**src/rtl/core/mexp_pkg.sv**
```systemverilog
`default_nettype none
// ----------------------------------------------------------------------------
// mexp_pkg
// Shared constants for the modular exponentiation pipeline.
// ----------------------------------------------------------------------------
package mexp_pkg;

   localparam int unsigned BASE_W  = 30;
   localparam int unsigned EXPO_W  = 32;
   localparam int unsigned RES_W   = 30;
   // scanned exponent bits, 1 to 64
   localparam int unsigned EXP_BITS = 32;

   // latency of one modular multiplier
   localparam int unsigned MUL_LAT = 4;

   localparam logic [RES_W-1:0] PRIME = 30'd998244353;
   localparam logic [RES_W-1:0] ONE   = 30'd1;

   // Barrett reciprocal, floor(2^60 / PRIME), fits in 31 bits
   localparam logic [63:0] MU_FULL = (64'd1 << 60) / 64'd998244353;
   localparam logic [30:0] MU      = MU_FULL[30:0];

endpackage : mexp_pkg
`default_nettype wire

```
**src/rtl/core/mexp_mulmod.sv**
```systemverilog
`default_nettype none
// ----------------------------------------------------------------------------
// mexp_mulmod
// Pipelined a*b mod PRIME, Barrett reduction, four register stages.
// ----------------------------------------------------------------------------
module mexp_mulmod
   import mexp_pkg::*;
(
   input  wire logic             clock,
   input  wire logic             enable,
   input  wire logic [RES_W-1:0] a,
   input  wire logic [RES_W-1:0] b,
   output logic      [RES_W-1:0] r
);

   logic [59:0] prod_ff, prod_in;
   logic [61:0] t_ff, t_in;
   logic [31:0] zlo_ff;
   logic [31:0] rem_ff, rem_in;
   logic [RES_W-1:0] r_ff, r_in;
   logic [30:0] q;
   logic [61:0] qp;
   logic [31:0] two_p;

   always_comb begin
      prod_in = 60'(a) * 60'(b);
      t_in    = 62'(prod_ff[59:29]) * 62'(MU);
      q       = t_ff[61:31];
      qp      = 62'(q) * 62'(PRIME);
      // true remainder is below 3*PRIME, so 32 bits suffice
      rem_in  = zlo_ff - qp[31:0];
      two_p   = {1'b0, PRIME, 1'b0};
      if (rem_ff >= two_p) begin
         r_in = RES_W'(rem_ff - two_p);
      end else if (rem_ff >= 32'(PRIME)) begin
         r_in = RES_W'(rem_ff - 32'(PRIME));
      end else begin
         r_in = rem_ff[RES_W-1:0];
      end
   end

   always_ff @(posedge clock) begin
      if (enable) begin
         prod_ff <= prod_in;
         t_ff    <= t_in;
         zlo_ff  <= prod_ff[31:0];
         rem_ff  <= rem_in;
         r_ff    <= r_in;
      end
   end

   assign r = r_ff;

endmodule : mexp_mulmod
`default_nettype wire

```
**config.mk**
```make
export PLATFORM = sky130hd
export DESIGN_NAME = mexp_mulmod
export DESIGN_NICKNAME = d
export VERILOG_FILES = /design/src/rtl/core/mexp_pkg.sv /design/src/rtl/core/mexp_mulmod.sv
export SDC_FILE = /design/constraint.sdc
export NUM_CORES = 2
export LEC_CHECK = 0
export ABC_AREA = 1
export BUFFER_PORTS_ARGS = -buffer_cell sky130_fd_sc_hd__buf_2
export CORE_UTILIZATION = 64
export DETAILED_ROUTE_END_ITERATION = 12
export GPL_ROUTABILITY_DRIVEN = 0
export PLACE_DENSITY = 0.81
export SLEW_MARGIN = 20
export SYNTH_ARGS = -nofsm -noshare
export SYNTH_HDL_FRONTEND = slang
export SYNTH_SLANG_ARGS = --single-unit
```
**constraint.sdc**
```tcl
create_clock -name clock -period 9.9 [get_ports clock]
set_clock_uncertainty 0.2 [all_clocks]
set_input_delay 1.485 -clock clock [delete_from_list [all_inputs] [get_ports clock]]
set_output_delay 1.485 -clock clock [all_outputs]
set_load 0.05 [all_outputs]
```
==> flow_summary.ini <==
[sta]
setup_violations = 0
fin_setup_tns_ps = 0
rsz0062_at_grt = no
max_freq_ghz = 0.119
drv_slew = 0
tightest_slew_ps = 989
slew_headroom_pct = 34.1
period_minus_slack_ps = 8440
hold_viol = 0
min_period_over_period_pct = 85.2
layout_setup_ws_ps = 1460

[finish]
fin_nets = 9530
final_cell_mix = 2,344 x inv_1, 2,151 x nand2_1, 1,061 x fa_1, 762 x ha_1, 301 x nor2_1
final_common_cell = inv_1
stdcell_area_um2 = 61300
drive_gt1_share_pct = 2.25
n_fill_cell = 7411
areaGrowthSynthToFinish_pct = 3.21

[clock_network]
clkTransAtPathRegs_ps = 80
cts_hold_buf = 0
postCtsSetupBuffers = 0
post_cts_resized = 0
cts_max_level = 4
clock_latency_ps = 470
cts_buffers = 17
clk_path_buf_depth = 2
clock-sinks = 185
cts_tree = done
root_buffer = clkbuf_16

[synthesis]
synthCells = 7715
avgSynthCellArea_um2 = 7.70
ys_warn_count = 0
synth_seq_area_share_pct = 9.35
yosys_register_bits = 185
syn-cell-area_um2 = 59400
syn_nets = 9600
ys_types = 41

[worst_setup_path]
r2r_cells = 22
r2r_start = prod_ff[41]
required_ps = 10000
r2r_slack_ps = 2820
cp-end-kind = flip-flop
reg2reg_to = t_ff[39]
crit_arrival_ps = 8540
start_kind = input port
critPathKind = input port to flip-flop
worstPathMaxFanout = 30

[place]
dp_slack_ps = 1160
dp_hpwl_mm = 134
placed_cell_area_um2 = 60800
port_buffers = 91

[hold_path]
min_to = zlo_ff[15]
min_path_cells = 0
hp-class = flip-flop to flip-flop
worstHoldStart = prod_ff[15]

[floorplanning]
core_area_um2 = 91800
die_area_um2 = 94100
fp.dieW_um = 307
rows = 111
pin_count = 92
die_height_um = 307
start_util_pct = 64.7

[grt]
grt_pass1_wl_mm = 260
antenna_found_initial = 6
grt_use_total_pct = 35.5
grt_max_degree = 100
grt.overflow.total = 0
grt_pass1_vias = 50239

[detailed_routing]
vias = 48799
wl_per_cell_um = 18.3
drtIter0Drc = 5216
ant_nets = 0
dr.pass1.iters = 10
wl_mm = 163
via_per_inst = 5.48
drc_errors = 0

[flow_run]
maxCapViolCount = 0

[status]
outcome = finished, final reports clean
==> per-layer routing <==
layer	vias to the layer above	share of wire, %	track usage, %
met5	-	0.028	0
met4	6	5.5	16.7
met3	621	11	7.71
met2	2715	47	59.2
met1	23341	37	44.0
li1	22116	-	-
==> final cells by class <==
type	instances	area [um2]	share of cell area [%]
flip-flops and latches	185	5560	9.06
repair buffers	102	559	0.912
clock buffers	18	429	0.700
multi-input cells	4983	44300	72.2
inverters	2356	8850	14.4
well taps	1243	1560	2.54
clock inverters	13	115	0.188
diodes	2	5.00	0.00816
==> stage by stage <==
step | util, % | hold slack (ps) | std cells
after detailed placement | 66.2 | 205 | 8868
after global placement | 66.2 | 200 | 8868
after global routing | 66.8 | 233 | 8901
after floorplan | - | 200 | 7715
after CTS | 66.8 | 221 | 8899
final | 66.8 | 221 | 8902
==> flip-flops by register name, indices dropped and copies added (netlist names) <==
register and cells:
prod_ff 60, t_ff 32, zlo_ff 31, rem_ff 32, r 30
==> synthesized netlist by cell type, drive strengths merged <==
| master | instances | area share, % |
|---|---|---|
| a21boi | 3 | 0.038 |
| a21o | 4 | 0.051 |
| a21oi | 168 | 1.4 |
| and2 | 7 | 0.074 |
| buf | 9 | 0.12 |
| clkbuf | 182 | 1.1 |
| edfxtp | 185 | 9.3 |
| fa | 1061 | 36 |
| ha | 762 | 16 |
| inv | 2356 | 15 |
| nand2 | 2163 | 14 |
| nand2b | 1 | 0.011 |
| nand3 | 161 | 1.4 |
| nand3b | 7 | 0.088 |
| nand4 | 49 | 0.52 |
| nor2 | 311 | 2.0 |
| nor3 | 36 | 0.31 |
| nor4 | 6 | 0.063 |
| o211ai | 2 | 0.025 |
| o21a | 2 | 0.025 |
| o21ai | 87 | 0.73 |
| o21bai | 22 | 0.28 |
| or2 | 4 | 0.042 |
| xnor2 | 12 | 0.18 |
| xor2 | 115 | 1.7 |
==> how the worst max path moves through the flow <==
| stage | from | to | depth (start not counted) |
|---|---|---|---|
| detailed placement | a[22] | prod_ff[37] | 21 |
| finish | a[26] | prod_ff[40] | 23 |
| global placement | a[21] | prod_ff[40] | 21 |
| floorplan | b[6] | prod_ff[35] | 26 |
| CTS | a[22] | prod_ff[37] | 21 |
| global route | a[27] | prod_ff[43] | 25 |
==> worst max-delay path, cell delays in order <==
cell,delay (ps)
buf_2,630
nand2_1,180
inv_1,120
fa_1,420
fa_1,500
fa_1,550
inv_1,80
fa_1,500
inv_1,70
fa_1,500
fa_1,510
fa_1,500
inv_1,50
fa_1,470
inv_1,40
ha_1,430
nand2_1,170
nor2_1,250
nand2_1,190
nor2_1,260
nand3_1,180
nand3_1,190
xor2_1,220
==> logic make-up after synthesis <==
kind of cell    count (synthesis)  synth area share, %
buf+inv                      2547                 16.2
flops                         185                 9.35
compound gates                288                 2.58
xor+xnor                      127                 1.87
fa+ha+maj                    1823                 51.8
simple gates                 2745                 18.3
Power is left out: the tool's default activity adds up to more than one toggle a clock period on the data nets, which glitch-free logic cannot reach.
